--- src/hw/rtl/mwo_pkg.sv ---
// Shared types, widths and constants of the mecanum wheel odometry unit.
`default_nettype none

package mwo_pkg;

   // Field and register widths.
   localparam int TICK_W = 32;
   localparam int SEC_W  = 32;
   localparam int NSEC_W = 30;
   localparam int CSR_W  = 16;
   localparam int OUT_W  = 32;

   // Gear ratio between motor and wheel; the datapath widths allow up to 255.
   localparam int unsigned GEAR_RATIO = 5;

   // Internal widths, sized for the worst case of every input and register.
   localparam int SUM_W    = 35;   // signed sum of four count deltas
   localparam int MAG_W    = 34;   // magnitude of such a sum
   localparam int DS_W     = 33;   // signed seconds difference
   localparam int DSMAG_W  = 32;
   localparam int DN_W     = 31;   // signed nanoseconds difference
   localparam int DT_W     = 62;   // positive time delta in nanoseconds
   localparam int CPRGR_W  = 24;   // counts per revolution times gear ratio
   localparam int HW4_W    = 19;   // four times (half length + half width)
   localparam int BASE_W   = 86;   // dt * counts_per_rev * gear ratio
   localparam int DENV_SH  = 18;
   localparam int DEN_W    = 105;
   localparam int MW_W     = 50;   // |S| * wheel_radius
   localparam int NUM_W    = 98;   // |S| * wheel_radius * K
   localparam int ACC_W    = 105;
   localparam int X_W      = 16;   // multiplier chunk operand
   localparam int Y_W      = 50;   // multiplier full operand
   localparam int P_W      = X_W + Y_W;
   localparam int XSRC_W   = 96;
   localparam int CHUNK_W  = 3;
   localparam int Q_W      = 32;
   localparam int DIV_W    = DEN_W + Q_W;
   localparam int CNT_W    = 6;
   localparam int NUM_AXES = 3;

   // Sequencing lengths.
   localparam int SEC_CHUNKS  = 2;
   localparam int BASE_CHUNKS = 4;
   localparam int DENW_CHUNKS = 6;
   localparam int NUM_CHUNKS  = 4;
   localparam int DIV_STEPS   = Q_W + 1;

   // Nanoseconds per second, and round(2*pi * 1e9 * 2^16).
   localparam logic [31:0] NS_PER_SEC  = 32'd1000000000;
   localparam logic [48:0] TWOPI_E9_Q16 = 49'd411774832291321;

   // Register indexes of the configuration port.
   localparam logic [1:0] CSR_COUNTS_PER_REV = 2'd0;
   localparam logic [1:0] CSR_HALF_LENGTH    = 2'd1;
   localparam logic [1:0] CSR_HALF_WIDTH     = 2'd2;
   localparam logic [1:0] CSR_WHEEL_RADIUS   = 2'd3;

   localparam logic [CSR_W-1:0] RST_COUNTS_PER_REV = 16'd42;
   localparam logic [CSR_W-1:0] RST_HALF_LENGTH    = 16'd5046;
   localparam logic [CSR_W-1:0] RST_HALF_WIDTH     = 16'd13107;
   localparam logic [CSR_W-1:0] RST_WHEEL_RADIUS   = 16'd11076;

   typedef struct packed {
      logic signed [TICK_W-1:0] ticks_front_left;
      logic signed [TICK_W-1:0] ticks_front_right;
      logic signed [TICK_W-1:0] ticks_rear_left;
      logic signed [TICK_W-1:0] ticks_rear_right;
      logic [SEC_W-1:0]         stamp_seconds;
      logic [NSEC_W-1:0]        stamp_nanoseconds;
   } req_type;

   typedef struct packed {
      logic signed [OUT_W-1:0] velocity_x;
      logic signed [OUT_W-1:0] velocity_y;
      logic signed [OUT_W-1:0] yaw_rate;
      logic                    time_error;
   } rsp_type;

   typedef struct packed {
      logic [CSR_W-1:0] counts_per_rev;
      logic [CSR_W-1:0] half_length;
      logic [CSR_W-1:0] half_width;
      logic [CSR_W-1:0] wheel_radius;
   } cfg_type;

   typedef enum logic [2:0] {
      MUL_SEC,
      MUL_BASE,
      MUL_DENW,
      MUL_MW,
      MUL_NUM
   } mul_sel_type;

   typedef enum logic [1:0] {
      AXIS_X,
      AXIS_Y,
      AXIS_Z
   } axis_type;

   typedef struct packed {
      logic                load_in;
      logic                sums_load;
      logic                mul_en;
      logic                mul_clear;
      mul_sel_type         mul_sel;
      logic [CHUNK_W-1:0]  mul_chunk;
      logic                dt_load;
      logic                chk;
      logic                base_load;
      logic                denw_load;
      logic                mw_load;
      axis_type            axis;
      logic                div_start;
      logic                div_step;
      logic                div_first;
      logic                res_load;
      logic                out_load;
   } dp_cmd_type;

   typedef struct packed {
      logic dt_pos;
   } dp_sts_type;

endpackage

`default_nettype wire

--- src/hw/rtl/mwo_ctrl.sv ---
// Controller: sequences the multiplier chunks, divider steps and result handshake.
`default_nettype none

module mwo_ctrl
   import mwo_pkg::*;
(
   input  wire logic       clock,
   input  wire logic       reset,
   input  wire logic       req_valid,
   output logic            req_stall,
   output logic            rsp_valid,
   input  wire logic       rsp_stall,
   input  wire dp_sts_type sts,
   output dp_cmd_type      cmd
);

   typedef enum logic [3:0] {
      ST_IDLE,
      ST_SEC,
      ST_DT,
      ST_CHK,
      ST_BASE,
      ST_BASE_LD,
      ST_DENW,
      ST_DENW_LD,
      ST_MW,
      ST_NUM,
      ST_DIV_LD,
      ST_DIV,
      ST_RES,
      ST_DONE
   } state_type;

   state_type        state_ff, state_in;
   logic [CNT_W-1:0] cnt_ff, cnt_in;
   axis_type         axis_ff, axis_in;
   logic             have_prev_ff, have_prev_in;
   logic             rsp_valid_ff, rsp_valid_in;
   logic             req_accept;

   assign req_stall  = (state_ff != ST_IDLE);
   assign req_accept = req_valid && !req_stall;
   assign rsp_valid  = rsp_valid_ff;

   always_comb begin
      cmd           = '0;
      cmd.mul_sel   = MUL_SEC;
      cmd.axis      = axis_ff;
      cmd.mul_chunk = cnt_ff[CHUNK_W-1:0];
      state_in      = state_ff;
      cnt_in        = cnt_ff + CNT_W'(1);
      axis_in       = axis_ff;
      have_prev_in  = have_prev_ff | req_accept;

      unique case (state_ff)
         ST_IDLE: begin
            cmd.load_in = req_accept;
            cnt_in      = '0;
            // The first request after reset only primes the stored sample.
            if (req_accept && have_prev_ff) begin
               state_in = ST_SEC;
            end
         end
         ST_SEC: begin
            cmd.sums_load = (cnt_ff == '0);
            cmd.mul_en    = 1'b1;
            cmd.mul_clear = (cnt_ff == '0);
            cmd.mul_sel   = MUL_SEC;
            if (cnt_ff == CNT_W'(SEC_CHUNKS - 1)) begin
               state_in = ST_DT;
            end
         end
         ST_DT: begin
            cmd.dt_load = 1'b1;
            state_in    = ST_CHK;
         end
         ST_CHK: begin
            cmd.chk = 1'b1;
            cnt_in  = '0;
            state_in = sts.dt_pos ? ST_BASE : ST_DONE;
         end
         ST_BASE: begin
            cmd.mul_en    = 1'b1;
            cmd.mul_clear = (cnt_ff == '0);
            cmd.mul_sel   = MUL_BASE;
            if (cnt_ff == CNT_W'(BASE_CHUNKS - 1)) begin
               state_in = ST_BASE_LD;
            end
         end
         ST_BASE_LD: begin
            cmd.base_load = 1'b1;
            cnt_in        = '0;
            state_in      = ST_DENW;
         end
         ST_DENW: begin
            cmd.mul_en    = 1'b1;
            cmd.mul_clear = (cnt_ff == '0);
            cmd.mul_sel   = MUL_DENW;
            if (cnt_ff == CNT_W'(DENW_CHUNKS - 1)) begin
               state_in = ST_DENW_LD;
            end
         end
         ST_DENW_LD: begin
            cmd.denw_load = 1'b1;
            axis_in       = AXIS_X;
            state_in      = ST_MW;
         end
         ST_MW: begin
            // The wheel radius fits entirely in the lowest chunk.
            cmd.mul_sel   = MUL_MW;
            cmd.mul_chunk = '0;
            cmd.mw_load   = 1'b1;
            cnt_in        = '0;
            state_in      = ST_NUM;
         end
         ST_NUM: begin
            cmd.mul_en    = 1'b1;
            cmd.mul_clear = (cnt_ff == '0);
            cmd.mul_sel   = MUL_NUM;
            if (cnt_ff == CNT_W'(NUM_CHUNKS - 1)) begin
               state_in = ST_DIV_LD;
            end
         end
         ST_DIV_LD: begin
            cmd.div_start = 1'b1;
            cnt_in        = '0;
            state_in      = ST_DIV;
         end
         ST_DIV: begin
            cmd.div_step  = 1'b1;
            cmd.div_first = (cnt_ff == '0);
            if (cnt_ff == CNT_W'(DIV_STEPS - 1)) begin
               state_in = ST_RES;
            end
         end
         ST_RES: begin
            cmd.res_load = 1'b1;
            unique case (axis_ff)
               AXIS_X: begin
                  axis_in  = AXIS_Y;
                  state_in = ST_MW;
               end
               AXIS_Y: begin
                  axis_in  = AXIS_Z;
                  state_in = ST_MW;
               end
               default: begin
                  state_in = ST_DONE;
               end
            endcase
         end
         ST_DONE: begin
            // Wait until the output register is free before handing over.
            cmd.out_load = !rsp_valid_ff || !rsp_stall;
            if (cmd.out_load) begin
               state_in = ST_IDLE;
            end
         end
         default: begin
            state_in = ST_IDLE;
         end
      endcase

      rsp_valid_in = cmd.out_load || (rsp_valid_ff && rsp_stall);
   end

   always_ff @(posedge clock) begin
      if (reset) begin
         state_ff     <= ST_IDLE;
         cnt_ff       <= '0;
         axis_ff      <= AXIS_X;
         have_prev_ff <= 1'b0;
         rsp_valid_ff <= 1'b0;
      end else begin
         state_ff     <= state_in;
         cnt_ff       <= cnt_in;
         axis_ff      <= axis_in;
         have_prev_ff <= have_prev_in;
         rsp_valid_ff <= rsp_valid_in;
      end
   end

endmodule

`default_nettype wire

--- config.mk ---
export PLATFORM = sky130hd
export DESIGN_NAME = mwo_ctrl
export DESIGN_NICKNAME = d
export VERILOG_FILES = /design/src/hw/rtl/mwo_pkg.sv /design/src/hw/rtl/mwo_ctrl.sv
export SDC_FILE = /design/constraint.sdc
export NUM_CORES = 1
export LEC_CHECK = 0
export ABC_AREA = 0
export BUFFER_PORTS_ARGS = -buffer_cell sky130_fd_sc_hd__buf_4
export CAP_MARGIN = 5
export CORE_ASPECT_RATIO = 1.4
export CORE_UTILIZATION = 30
export CTS_BUF_LIST = sky130_fd_sc_hd__clkbuf_2
export DETAILED_ROUTE_END_ITERATION = 6
export PLACE_DENSITY = 0.48
export SLEW_MARGIN = 20
export SYNTH_ARGS = -nofsm -noshare
export SYNTH_HDL_FRONTEND = slang
export SYNTH_SLANG_ARGS = --single-unit
--- constraint.sdc ---
create_clock -name clock -period 4.3 [get_ports clock]
set_clock_uncertainty 0.15 [all_clocks]
set_input_delay 0.215 -clock clock [delete_from_list [all_inputs] [get_ports clock]]
set_output_delay 0.215 -clock clock [all_outputs]
set_load 0.1 [all_outputs]
==> impl_metrics.ini <==
[setup_path]
timing.critical_path.from_type = flip-flop
worst-path-max-fanout = 16
ff2ff_path_depth = 5
critical_path.endpoint_type = output pin
cp.required_ns = 3.93
worst_path_max_delay_cell = sky130_fd_sc_hd__dfxtp_1
path_class = reg2out
worst_path_largest_cell_delay_ns = 0.69
critical_path.cell_chain = nand2b_1 > o22ai_1 > nor2b_1 > buf_4
critical_path_arrival_ns = 2.08

[cts]
cts.htree.levels = 1
cts.path.max_buffers = 2
clock_tree_from_tritoncts = built
worst_skew_pair.late_latency_ns = 0.29
total_clock_sinks = 14
inserted_clock_buffers = 3
clkSlewWorstSetupHoldPaths_ns = 0.14
postCtsResizedCells = 0
cts_root_buffer = sky130_fd_sc_hd__clkbuf_2
cts_post_setup_buffers_inserted = 0

[sta]
finalHoldViolations = 0
setup_repair_after_global_routing_missed_its_margin = no
period_minus_slack_ns = 2.44
timing.slew.headroom_pct = 63.5
fmax_mhz = 410
tightest_slew_ns = 0.547
whs_ns = 0.0635
period_share_pct = 56.8
final-max-slew-violation-count = 0
report.final.setup_viol = 0
fin_tns_setup_ns = 0

[layout]
instances_no_fill = 184
layout.filler_cells = 342
area.sequential_um2 = 280
antenna_cells_inserted = 0
nets = 156
drive_above_1_share_pct = 24.5
area.growth.synth_to_final_pct = 25.4
multi_input_comb_area_um2 = 604

[synth]
most_used_standard_cell_by_instance_count_after_synthesis = sky130_fd_sc_hd__nor2_1
synth_area_leaders = sky130_fd_sc_hd__dfxtp_1 (29%), sky130_fd_sc_hd__nor2_1 (8.6%), sky130_fd_sc_hd__ha_1 (3.9%)
post_synth_instance_area_um2 = 957
proportion_of_register_bits_with_asynchronous_set_or_reset_after_synthesis_pct = 0
post-synth-top-area-cell = sky130_fd_sc_hd__dfxtp_1
synth_edf_count = 0
yosysUniqueCellTypes = 41
ys_seq_area_share_pct = 29.3
synthTopCellsByCount = sky130_fd_sc_hd__nor2_1 (22), sky130_fd_sc_hd__dfxtp_1 (14), sky130_fd_sc_hd__inv_1 (8), sky130_fd_sc_hd__nand2_1 (7)
netlist_instances = 121
dominantRegCellSynth = sky130_fd_sc_hd__dfxtp_1
syn_nets = 129
syn_area_per_cell_um2 = 7.91
yosys.area.top_type_share_pct = 29.3
yosys_warnings = 0
synth-seq-cells = 14

[power_and_ir_drop]
power.density_cell_area_nw_per_um2 = 716
cellLeakagePower_nw = 0.494
ir_worst_vdd_uv = 313
total_power_mw = 0.859

[floorplan]
die-height_um = 68.8
io_pins = 29
coreArea_um2 = 2940
floorplan.rows = 23
starting_density_of_the_core_pct = 32.6
die_x_um = 49.7
area_enclosed_by_the_die_boundary_um2 = 3420

[placed_design]
dp_cells = 179
gp_congestion = 0.803
place_hpwl_um = 1890
io_buffer_count = 28

[drt]
initialDrtViolationCount = 24
post_drt_via_cell_ratio = 5.07
vias = 932
detailedRoute.firstPassIterationCount = 2
route.antenna.remaining_nets = 0
total_routed_length_um = 2400
detail_route.wl_per_cell_um = 13.1
post-route-drc-count = 0

[run_status]
run_status = completed

[min_path]
min_path_cells = 3
timing.hold.worst.class = in2reg

[global_route]
antenna_violations_before_repair = 0
gr-total-overflow = 0
first_global_vias = 917
grt_pass1_wl_um = 4170
total_routing_usage_reported_by_global_routing_pct = 16.0
grt_start_max_net_pins = 17

[run]
maxCapViolations = 0
## stage by stage
stage / setup slack (ns) / cell area (µm²) / utilization, %
floorplan: 0.290 / 962 / -
global placement: 2.13 / 1170 / 39.9
detailed placement: 2.14 / 1170 / 39.9
CTS: 1.84 / 1190 / 40.5
global route: 1.70 / 1200 / 40.9
finish: 1.86 / 1200 / 40.9
## what timing repair did
action | CTS | global route
endpoints found under the hold margin | 0 | 2
hold buffers | 0 | 1
endpoints found under the setup margin | 0 | 0
## cell type report
cell class	instances	share of cell area, %
timing repair buffer	29	18.4
clock buffer	3	1.25
inverter	8	2.50
clock inverter	1	0.313
multi-input combinational	92	50.4
tap	37	3.86
sequential	14	23.4
## where the power goes
group | switching (mW) | total, mW | internal [mW]
sequential | 0.0416 | 0.190 | 0.149
combinational | 0.456 | 0.603 | 0.146
clock | 0.0459 | 0.0661 | 0.0202
total | 0.544 | 0.859 | 0.315
## routing by layer
layer / part of all wire, % / wire length [µm] / track usage (%)
met5: 0 / 0 / 0
met2: 54 / 1300 / 29.9
met3: 2.8 / 67 / 2.41
met1: 41 / 990 / 17.8
met4: 1.7 / 42 / 7.50
## logic make-up (layout without fill, tap and decap cells)
group / Yosys count / in the layout / share of synthesized area [%]
xor+xnor: 5 / 5 / 4.58
buf+inv: 15 / 41 / 8.11
fa+ha+maj: 3 / 3 / 3.92
simple gates: 58 / 58 / 32.2
flops: 14 / 14 / 29.3
compound gates: 25 / 25 / 20.9
mux: 1 / 1 / 1.05
## layout by cell type (no fill, tap or decap), types with 2 or more instances in the layout
cell and n:
sky130_fd_sc_hd__inv_1 8, sky130_fd_sc_hd__clkbuf_2 3, sky130_fd_sc_hd__or3_1 2, sky130_fd_sc_hd__a31o_1 2, sky130_fd_sc_hd__xor2_1 3, sky130_fd_sc_hd__dfxtp_1 14, sky130_fd_sc_hd__nand2b_1 4, sky130_fd_sc_hd__nor2_1 22
sky130_fd_sc_hd__xnor2_1 2, sky130_fd_sc_hd__nor3_1 5, sky130_fd_sc_hd__a22oi_1 2, sky130_fd_sc_hd__nand3_1 4, sky130_fd_sc_hd__nand2_1 7, sky130_fd_sc_hd__ha_1 3, sky130_fd_sc_hd__a211oi_1 2, sky130_fd_sc_hd__buf_4 28
sky130_fd_sc_hd__nand4b_1 2, sky130_fd_sc_hd__nor2b_1 3, sky130_fd_sc_hd__a311oi_1 3, sky130_fd_sc_hd__a21oi_1 6
## worst max-delay path: cells and delay by family (launching register included)
family,cells,cell delay [ns]
compound gates,1,0.32
buf+inv,1,0.29
flops,1,0.69
simple gates,2,0.50
## sequential cells by signal, indices dropped and copies added, names as in the netlist
register,count
rsp_valid,1
state_ff,4
axis_ff,2
have_prev_ff,1
cnt_ff,6
## worst paths after layout
kind                                    from      endpoint  slack [ns]
worst max-delay path             state_ff[2]       cmd[18]        1.86
worst min-delay path               rsp_stall     rsp_valid        0.06
worst max register to register   state_ff[3]   state_ff[2]        2.14
worst min register to register  have_prev_ff  have_prev_ff        0.34
No activity file was read; power rests on OpenSTA's default activity.
